===== src/brfifo_pkg.sv =====
// shared types and constants of the byte ring fifo with peek and commit
package brfifo_pkg;

  localparam logic [2:0] CMD_CLEAR  = 3'd0;
  localparam logic [2:0] CMD_WRITE  = 3'd1;
  localparam logic [2:0] CMD_READ   = 3'd2;
  localparam logic [2:0] CMD_PEEK   = 3'd3;
  localparam logic [2:0] CMD_COMMIT = 3'd4;

  localparam logic [1:0] STAT_OK    = 2'd0;
  localparam logic [1:0] STAT_EMPTY = 2'd1;
  localparam logic [1:0] STAT_FULL  = 2'd2;

  localparam logic [7:0] OVF_MAX = 8'd255;

  typedef enum logic {
    ST_IDLE,
    ST_XFER
  } state_t;

  typedef struct packed {
    logic accept;
    logic xfer_step;
  } ctl_t;

  typedef struct packed {
    logic out_free;
    logic xfer_req;
    logic xfer_last;
  } sts_t;

endpackage


===== src/brfifo_ram.sv =====
// generic single write port ram with registered read
module brfifo_ram #(
  parameter int WIDTH = 8,
  parameter int DEPTH = 256
) (
  input  logic                     clk,
  input  logic                     we,
  input  logic [$clog2(DEPTH)-1:0] waddr,
  input  logic [WIDTH-1:0]         wdata,
  input  logic                     re,
  input  logic [$clog2(DEPTH)-1:0] raddr,
  output logic [WIDTH-1:0]         rdata
);

  logic [WIDTH-1:0] mem_r [DEPTH];
  logic [WIDTH-1:0] rdata_r;

  always_ff @(posedge clk) begin
    if (we) begin
      mem_r[waddr] <= wdata;
    end
    if (re) begin
      rdata_r <= mem_r[raddr];
    end
  end

  assign rdata = rdata_r;

endmodule


===== src/brfifo_ctrl.sv =====
// controller state machine: accepts transactions and paces the byte transfers
module brfifo_ctrl (
  input  logic              clk,
  input  logic              rst_n,
  input  logic              in_valid,
  output logic              in_stall,
  input  brfifo_pkg::sts_t  sts,
  output brfifo_pkg::ctl_t  ctl
);

  brfifo_pkg::state_t state_r, state_nxt;

  always_comb begin
    state_nxt = state_r;
    case (state_r)
      brfifo_pkg::ST_IDLE: begin
        if (ctl.accept && sts.xfer_req) begin
          state_nxt = brfifo_pkg::ST_XFER;
        end
      end
      brfifo_pkg::ST_XFER: begin
        if (ctl.xfer_step && sts.xfer_last) begin
          state_nxt = brfifo_pkg::ST_IDLE;
        end
      end
      default: state_nxt = brfifo_pkg::ST_IDLE;
    endcase
  end

  always_comb begin
    in_stall      = 1'b1;
    ctl.accept    = 1'b0;
    ctl.xfer_step = 1'b0;
    case (state_r)
      brfifo_pkg::ST_IDLE: begin
        in_stall   = !sts.out_free;
        ctl.accept = in_valid && sts.out_free;
      end
      brfifo_pkg::ST_XFER: begin
        ctl.xfer_step = sts.out_free;
      end
      default: begin
        in_stall = 1'b1;
      end
    endcase
  end

  always_ff @(posedge clk) begin
    if (!rst_n) begin
      state_r <= brfifo_pkg::ST_IDLE;
    end else begin
      state_r <= state_nxt;
    end
  end

endmodule


===== src/brfifo_dp.sv =====
// datapath: ring indexes, overflow count, storage ram and output register
module brfifo_dp #(
  parameter int DEPTH    = 256,
  parameter int PEEK_MAX = 64
) (
  input  logic             clk,
  input  logic             rst_n,
  input  logic [2:0]       in_command,
  input  logic [7:0]       in_data_in,
  input  logic [7:0]       in_count,
  input  logic             out_stall,
  input  brfifo_pkg::ctl_t ctl,
  output brfifo_pkg::sts_t sts,
  output logic             out_valid,
  output logic [7:0]       out_data_out,
  output logic             out_data_valid,
  output logic [1:0]       out_status,
  output logic [7:0]       out_done_count,
  output logic [7:0]       out_fill_level,
  output logic [7:0]       out_overflow_count,
  output logic             out_last
);

  localparam int IW = $clog2(DEPTH);
  localparam int LW = $clog2(PEEK_MAX + 1);
  localparam logic [IW-1:0] LAST_IDX = IW'(DEPTH - 1);
  localparam logic [IW:0]   DEPTH_W  = (IW + 1)'(DEPTH);
  localparam logic [8:0]    PEEK_LIM = 9'(PEEK_MAX);

  function automatic logic [IW-1:0] idx_inc(input logic [IW-1:0] idx);
    idx_inc = (idx == LAST_IDX) ? '0 : idx + IW'(1);
  endfunction

  logic [IW-1:0] wr_r, wr_nxt;
  logic [IW-1:0] rd_r, rd_nxt;
  logic [IW-1:0] ptr_r, ptr_nxt;
  logic [7:0]    ovf_r, ovf_nxt;
  logic [LW-1:0] left_r, left_nxt;
  logic [7:0]    done_r, done_nxt;

  logic          out_valid_r;
  logic [7:0]    out_data_r;
  logic          out_dv_r;
  logic [1:0]    out_status_r;
  logic [7:0]    out_done_r;
  logic [7:0]    out_fill_r;
  logic [7:0]    out_ovf_r;
  logic          out_last_r;

  logic          ram_we;
  logic          ram_re;
  logic [IW-1:0] ram_raddr;
  logic [7:0]    ram_rdata;

  logic [IW:0]   avail_w;
  logic [IW:0]   fill_nxt_w;
  logic [8:0]    clamp_w;
  logic [8:0]    peek_n;
  logic [IW-1:0] commit_n;
  logic [IW:0]   commit_sum;
  logic          full;
  logic          xfer_req;

  logic          load;
  logic [7:0]    ld_data;
  logic          ld_dv;
  logic [1:0]    ld_status;
  logic [7:0]    ld_done;
  logic          ld_last;

  brfifo_ram #(
    .WIDTH (8),
    .DEPTH (DEPTH)
  ) u_ram (
    .clk   (clk),
    .we    (ram_we),
    .waddr (wr_r),
    .wdata (in_data_in),
    .re    (ram_re),
    .raddr (ram_raddr),
    .rdata (ram_rdata)
  );

  always_comb begin
    avail_w = {1'b0, wr_r} - {1'b0, rd_r};
    if (wr_r < rd_r) begin
      avail_w = avail_w + DEPTH_W;
    end
    clamp_w    = (9'(in_count) < 9'(avail_w)) ? 9'(in_count) : 9'(avail_w);
    peek_n     = (clamp_w > PEEK_LIM) ? PEEK_LIM : clamp_w;
    commit_n   = IW'(clamp_w);
    commit_sum = {1'b0, rd_r} + {1'b0, commit_n};
    if (commit_sum >= DEPTH_W) begin
      commit_sum = commit_sum - DEPTH_W;
    end
    full = (idx_inc(wr_r) == rd_r);
    xfer_req = ((in_command == brfifo_pkg::CMD_READ) && (avail_w != '0)) ||
               ((in_command == brfifo_pkg::CMD_PEEK) && (peek_n != '0));
  end

  always_comb begin
    wr_nxt    = wr_r;
    rd_nxt    = rd_r;
    ptr_nxt   = ptr_r;
    ovf_nxt   = ovf_r;
    left_nxt  = left_r;
    done_nxt  = done_r;
    ram_we    = 1'b0;
    ram_re    = 1'b0;
    ram_raddr = rd_r;
    load      = 1'b0;
    ld_data   = '0;
    ld_dv     = 1'b0;
    ld_status = brfifo_pkg::STAT_OK;
    ld_done   = '0;
    ld_last   = 1'b1;
    if (ctl.accept) begin
      load = !xfer_req;
      case (in_command)
        brfifo_pkg::CMD_CLEAR: begin
          wr_nxt  = '0;
          rd_nxt  = '0;
          ovf_nxt = '0;
        end
        brfifo_pkg::CMD_WRITE: begin
          if (full) begin
            ld_status = brfifo_pkg::STAT_FULL;
            if (ovf_r != brfifo_pkg::OVF_MAX) begin
              ovf_nxt = ovf_r + 8'd1;
            end
          end else begin
            ram_we = 1'b1;
            wr_nxt = idx_inc(wr_r);
          end
        end
        brfifo_pkg::CMD_READ: begin
          if (xfer_req) begin
            ram_re   = 1'b1;
            rd_nxt   = idx_inc(rd_r);
            left_nxt = LW'(1);
            done_nxt = '0;
          end else begin
            ld_status = brfifo_pkg::STAT_EMPTY;
          end
        end
        brfifo_pkg::CMD_PEEK: begin
          if (xfer_req) begin
            ram_re   = 1'b1;
            ptr_nxt  = idx_inc(rd_r);
            left_nxt = LW'(peek_n);
            done_nxt = 8'(peek_n);
          end
        end
        brfifo_pkg::CMD_COMMIT: begin
          rd_nxt  = commit_sum[IW-1:0];
          ld_done = 8'(commit_n);
        end
        default: begin
          load = !xfer_req;
        end
      endcase
    end else if (ctl.xfer_step) begin
      load    = 1'b1;
      ld_data = ram_rdata;
      ld_dv   = 1'b1;
      ld_done = done_r;
      ld_last = (left_r == LW'(1));
      if (!ld_last) begin
        ram_re    = 1'b1;
        ram_raddr = ptr_r;
        ptr_nxt   = idx_inc(ptr_r);
        left_nxt  = left_r - LW'(1);
      end
    end
  end

  // fill level after the step
  always_comb begin
    fill_nxt_w = {1'b0, wr_nxt} - {1'b0, rd_nxt};
    if (wr_nxt < rd_nxt) begin
      fill_nxt_w = fill_nxt_w + DEPTH_W;
    end
  end

  always_ff @(posedge clk) begin
    if (!rst_n) begin
      wr_r        <= '0;
      rd_r        <= '0;
      ovf_r       <= '0;
      out_valid_r <= 1'b0;
    end else begin
      wr_r  <= wr_nxt;
      rd_r  <= rd_nxt;
      ovf_r <= ovf_nxt;
      if (load) begin
        out_valid_r <= 1'b1;
      end else if (!out_stall) begin
        out_valid_r <= 1'b0;
      end
    end
  end

  always_ff @(posedge clk) begin
    ptr_r  <= ptr_nxt;
    left_r <= left_nxt;
    done_r <= done_nxt;
    if (load) begin
      out_data_r   <= ld_data;
      out_dv_r     <= ld_dv;
      out_status_r <= ld_status;
      out_done_r   <= ld_done;
      out_fill_r   <= 8'(fill_nxt_w);
      out_ovf_r    <= ovf_nxt;
      out_last_r   <= ld_last;
    end
  end

  assign sts.out_free  = !out_valid_r || !out_stall;
  assign sts.xfer_req  = xfer_req;
  assign sts.xfer_last = (left_r == LW'(1));

  assign out_valid          = out_valid_r;
  assign out_data_out       = out_data_r;
  assign out_data_valid     = out_dv_r;
  assign out_status         = out_status_r;
  assign out_done_count     = out_done_r;
  assign out_fill_level     = out_fill_r;
  assign out_overflow_count = out_ovf_r;
  assign out_last           = out_last_r;

endmodule


===== src/byte_ring_fifo_peek_commit_core.sv =====
// top level of the byte ring fifo with peek, commit and overflow count
// clear, write, commit, empty read, empty peek: back to back unless stalled, result next cycle
// read: the byte comes from the storage ram through its registered read port
// peek of n bytes: one byte per cycle from the ram port while the output is not stalled
// reset clears the ring indexes, the overflow count and the output valid flag
// storage is not cleared after reset, so there is no initialization pass
module byte_ring_fifo_peek_commit_core #(
  parameter int DEPTH    = 256,
  parameter int PEEK_MAX = 64
) (
  input  logic       clk,
  input  logic       rst_n,
  input  logic       in_valid,
  output logic       in_stall,
  input  logic [2:0] in_command,
  input  logic [7:0] in_data_in,
  input  logic [7:0] in_count,
  output logic       out_valid,
  input  logic       out_stall,
  output logic [7:0] out_data_out,
  output logic       out_data_valid,
  output logic [1:0] out_status,
  output logic [7:0] out_done_count,
  output logic [7:0] out_fill_level,
  output logic [7:0] out_overflow_count,
  output logic       out_last
);

  brfifo_pkg::ctl_t ctl;
  brfifo_pkg::sts_t sts;

  brfifo_ctrl u_ctrl (
    .clk      (clk),
    .rst_n    (rst_n),
    .in_valid (in_valid),
    .in_stall (in_stall),
    .sts      (sts),
    .ctl      (ctl)
  );

  brfifo_dp #(
    .DEPTH    (DEPTH),
    .PEEK_MAX (PEEK_MAX)
  ) u_dp (
    .clk                (clk),
    .rst_n              (rst_n),
    .in_command         (in_command),
    .in_data_in         (in_data_in),
    .in_count           (in_count),
    .out_stall          (out_stall),
    .ctl                (ctl),
    .sts                (sts),
    .out_valid          (out_valid),
    .out_data_out       (out_data_out),
    .out_data_valid     (out_data_valid),
    .out_status         (out_status),
    .out_done_count     (out_done_count),
    .out_fill_level     (out_fill_level),
    .out_overflow_count (out_overflow_count),
    .out_last           (out_last)
  );

  // a transaction is only taken when the output register can take its result
  a_accept_out_free: assert property (@(posedge clk) disable iff (!rst_n)
    (in_valid && !in_stall) |-> (!out_valid || !out_stall))
    else $error("input taken while output register blocked");

  // a transaction that needs the ram holds off the next one
  a_xfer_blocks_input: assert property (@(posedge clk) disable iff (!rst_n)
    (ctl.accept && sts.xfer_req) |=> in_stall)
    else $error("input not stalled during byte transfer");

  // a byte result never carries an error status
  a_byte_status_ok: assert property (@(posedge clk) disable iff (!rst_n)
    (out_valid && out_data_valid) |-> (out_status == brfifo_pkg::STAT_OK))
    else $error("byte result with error status");

  // one slot stays empty
  a_fill_bound: assert property (@(posedge clk) disable iff (!rst_n)
    out_valid |-> (32'(out_fill_level) < DEPTH))
    else $error("fill level beyond ring capacity");

endmodule


===== config.mk =====
export PLATFORM = sky130hd
export DESIGN_NAME = byte_ring_fifo_peek_commit_core
export DESIGN_NICKNAME = d
export VERILOG_FILES = /design/src/brfifo_pkg.sv /design/src/brfifo_ram.sv /design/src/brfifo_ctrl.sv /design/src/brfifo_dp.sv /design/src/byte_ring_fifo_peek_commit_core.sv
export SDC_FILE = /design/constraint.sdc
export NUM_CORES = 2
export LEC_CHECK = 0
export CORE_AREA = 8 8 472 474
export CTS_BUF_LIST = sky130_fd_sc_hd__clkbuf_8
export DETAILED_ROUTE_END_ITERATION = 6
export DIE_AREA = 0 0 480 482
export DONT_BUFFER_PORTS = 1
export HOLD_SLACK_MARGIN = 0.03
export PLACE_DENSITY = 0.56
export SYNTH_ARGS = -nofsm -noshare
export SYNTH_HDL_FRONTEND = slang
export SYNTH_HIERARCHICAL = 1
export SYNTH_SLANG_ARGS = --single-unit
export TNS_END_PERCENT = 1

===== constraint.sdc =====
create_clock -name clk -period 16.68 [get_ports clk]
set_clock_uncertainty 0.15 [all_clocks]
set_input_delay 0 -clock clk [delete_from_list [all_inputs] [get_ports clk]]
set_output_delay 0 -clock clk [all_outputs]
set_load 0.1 [all_outputs]

==> impl_metrics.env <==
export IMPL_cellPowerDensity_nw_per_um2=114
export IMPL_wl_per_cell_um=29.3
export IMPL_synth_nets=4426
export IMPL_synth_area_um2=85600
export IMPL_cts_setup_buffers=0
export IMPL_min_path_type="in -> reg"
export IMPL_drtIter0Drc=4448
export IMPL_synthAdderAreaFrac_pct=0.565
export IMPL_synth_top_family_by_area="multiplexers"
export IMPL_gp_congestion=0.818
export IMPL_ir_drop_uv=91.0
export IMPL_synthTopCellsByArea="edfxtp_1 74%, mux4_2 12%, mux2i_1 1.6%"
export IMPL_die_h_um=482
export IMPL_syn_to_final_growth_pct=11.7
export IMPL_synth_ff_type="edfxtp_1"
export IMPL_cts_tree="done"
export IMPL_violations="max-slew violations"
export IMPL_outcome="finished, violations left"
export IMPL_maxCapViolCount=0
export IMPL_synth_compound_area_share_pct=4.45
export IMPL_cts_sinks=2141
export IMPL_start_util_pct=39.7
export IMPL_reg2reg_slack_ns=7.23
export IMPL_grt_first_pass_wirelength_um=325000
export IMPL_setup_viol=0
export IMPL_synthSimpleGateAreaFrac_pct=3.86
export IMPL_largest_register="u_dp/u_ram/mem_r"
export IMPL_r2r_start="u_dp/wr_r[0]"
export IMPL_arrival_ns=10.13
export IMPL_ctsResizeCount=0
export IMPL_via_count=44300
export IMPL_post_route_util_pct=44.3
export IMPL_post_synth_mux_area_share_pct=13.8
export IMPL_worstSetupEndpoint="u_dp/out_fill_level[7]"
export IMPL_cts_buffer_depth=4
export IMPL_cp_end_kind="flip-flop"
export IMPL_drt_pass1_iter_count=6
export IMPL_min_period_ns=9.45
export IMPL_crit_start="u_dp/wr_r[0]"
export IMPL_ctsHoldBuffers=69
export IMPL_ys_seq_elements=2141
export IMPL_cts_max_level=5
export IMPL_tightest_slew_ns=1.58
export IMPL_synthArstFlopShare_pct=0
export IMPL_clockRootBuffer="clkbuf_8"
export IMPL_ys_warn_count=6
export IMPL_antenna_found_initial=7
export IMPL_ant_nets=0
export IMPL_cts_clk_slew_worst_paths_ns=0.06
export IMPL_yosysSeqAreaShare_pct=74.8
export IMPL_grt_total_usage_pct=19.2
export IMPL_routed_wl_um=226000
export IMPL_fin_tns_setup_ns=0
export IMPL_path_class="reg -> reg"
export IMPL_rsz0062_at_grt="no"
export IMPL_clk_latency_ns=1.04
export IMPL_drv_slew=75
export IMPL_crit_slowest_cell="dfxtp_1"
export IMPL_overflow=0
export IMPL_num_io_pins=61
export IMPL_power_mw=10.8
export IMPL_synth_largest_area_cell="edfxtp_1"
export IMPL_synth_cell_types=101
export IMPL_period_share_pct=56.7
export IMPL_synthCells=4367
export IMPL_die_x_um=480
export IMPL_drive_above_1_share_pct=20.9
export IMPL_reg2reg_to="u_dp/out_fill_level[7]"
export IMPL_leakagePower_nw=28.8
export IMPL_synth_edff_count=2115
export IMPL_path_max_fanout=21
export IMPL_nets=4673
export IMPL_nFillCells=18500
export IMPL_ff2ff_path_depth=32
export IMPL_synth_xor_area_share_pct=0.358
export IMPL_syn_avg_cell_area_um2=19.6
export IMPL_startpoint_type="flip-flop"
export IMPL_grt_pass1_vias=44700
export IMPL_portBuffers=0
export IMPL_remaining_drc_errors=0
export IMPL_worst_path_largest_cell_delay_ns=0.86
export IMPL_cts_buffers=360
export IMPL_via_per_inst=5.73
export IMPL_relSlewSlack_pct=-5.16
export IMPL_hold_viol=0
export IMPL_grt_max_degree=257
export IMPL_clock_fmax_mhz=106
export IMPL_rows=171
export IMPL_largest_register_ffs=2048
export IMPL_required_ns=17.36
export IMPL_die_area_um2=231000
export IMPL_synth_top_area_share_pct=74.2
export IMPL_dpl_hpwl_um=128000
export IMPL_coreArea_um2=216000
cell type report:
cell class	count	area, um^2	area share (%)
Sequential cell	2141	64000	67.0
Clock inverter	246	1300	1.36
Clock buffer	368	5060	5.30
Inverter	39	146	0.153
Timing Repair Buffer	144	1540	1.61
Multi-Input combinational cell	1928	19900	20.8
Antenna cell	4	10.0	0.0105
Tap cell	2854	3570	3.74
synth_stat cells (5+ instances only):
cell type	count
a211oi_1	20
a21oi_1	125
a221oi_1	14
a22o_1	8
a22oi_1	139
a31oi_1	9
and2_1	31
and3_1	8
buf_1	22
buf_12	8
buf_2	34
buf_4	28
buf_6	29
buf_8	13
clkbuf_1	120
dfxtp_1	26
edfxtp_1	2115
ha_1	33
inv_1	38
mux2_2	10
mux2i_1	141
mux4_2	454
nand2_1	87
nand2b_1	16
nand3_1	44
nand4_1	21
nor2_1	341
nor2b_1	43
nor3_1	38
nor4_1	27
o211ai_1	13
o21a_1	5
o21ai_0	58
o221ai_1	47
o22a_1	6
o22ai_1	32
o31ai_1	12
o32ai_1	5
or2_2	7
xnor2_1	24
xor2_1	11
placed cells by master (no fill, tap or decap), drive strengths merged, types with 14 or more instances in the layout:
cell         Yosys  routed
a211oi          21      21
inv             38     144
nor2b           43      43
a221oi          15      15
clkbuf         125     368
nor2           341     341
nand3           45      45
a22oi          140     140
dfxtp           26      26
xnor2           24      24
nand2           88      88
edfxtp        2115    2115
ha              33      33
nand4           21      21
and2            32      32
nand2b          16      16
o21ai           62      62
o221ai          48      48
nor3            38      38
clkinv           1     128
o211ai          14      14
dlygate4sd3      0      63
nor4            30      30
mux2i          141     141
o22ai           32      32
mux4           456     456
buf            134      81
a21oi          126     126
worst max-delay path: cells and delay by family, from the launching register on:
family          cells  cell delay [ns]
flops               1             0.86
simple gates        7             1.33
compound gates     11             2.52
xor+xnor            2             0.67
fa+ha+maj           5             1.61
buf+inv             7             2.11
kinds of logic (layout without fill, tap and decap cells):
group | count (synthesis) | in the layout
xor+xnor | 35 | 35
fa+ha+maj | 37 | 37
flops | 2141 | 2141
simple gates | 701 | 701
compound gates | 546 | 546
mux | 608 | 608
other cells | 1 | 5
buf+inv | 298 | 797
how the worst min path moves through the flow:
stage,slack (ns),to,depth (start not counted),start
2_1_floorplan,-0.05,u_dp/u_ram/mem_r[0][0],0,in_data_in[0]
3_3_place_gp,-0.03,u_dp/u_ram/mem_r[120][7],0,in_data_in[7]
3_5_place_dp,-0.02,u_dp/rd_r[1],1,rst_n
4_1_cts,0.04,u_dp/rd_r[6],6,in_command[2]
5_1_grt,0.06,u_dp/u_ram/mem_r[123][7],2,in_data_in[7]
6_report,0.003,u_dp/u_ram/mem_r[109][1],2,in_data_in[1]
report_power, final:
part           switching (mW)  internal (mW)  total [mW]
Clock                    2.04           2.22        4.26
Combinational           0.346          0.190       0.535
Sequential              0.111           5.94        6.05
Total                    2.49           8.35        10.8
layer usage:
layer  track usage [%]  share of wire [%]  wire, um
met1              26.8                 42     95500
met2              30.7                 47    107000
met5                 0                  0         0
met3              4.05                8.0     18100
met4              5.35                2.4      5450
metrics by stage:
stage / cells / setup WS [ns] / instance area (um^2) / hold slack [ns]
floorplan: 4367 / 10.11 / 85600 / -0.0511
global placement: 7033 / 8.15 / 88300 / -0.0261
detailed placement: 7033 / 8.15 / 88300 / -0.0226
CTS: 7716 / 7.38 / 95500 / 0.0357
global route: 7722 / 6.65 / 95500 / 0.0573
finish: 7724 / 7.23 / 95500 / 0.00276
Power figures use the tool's default switching activity.
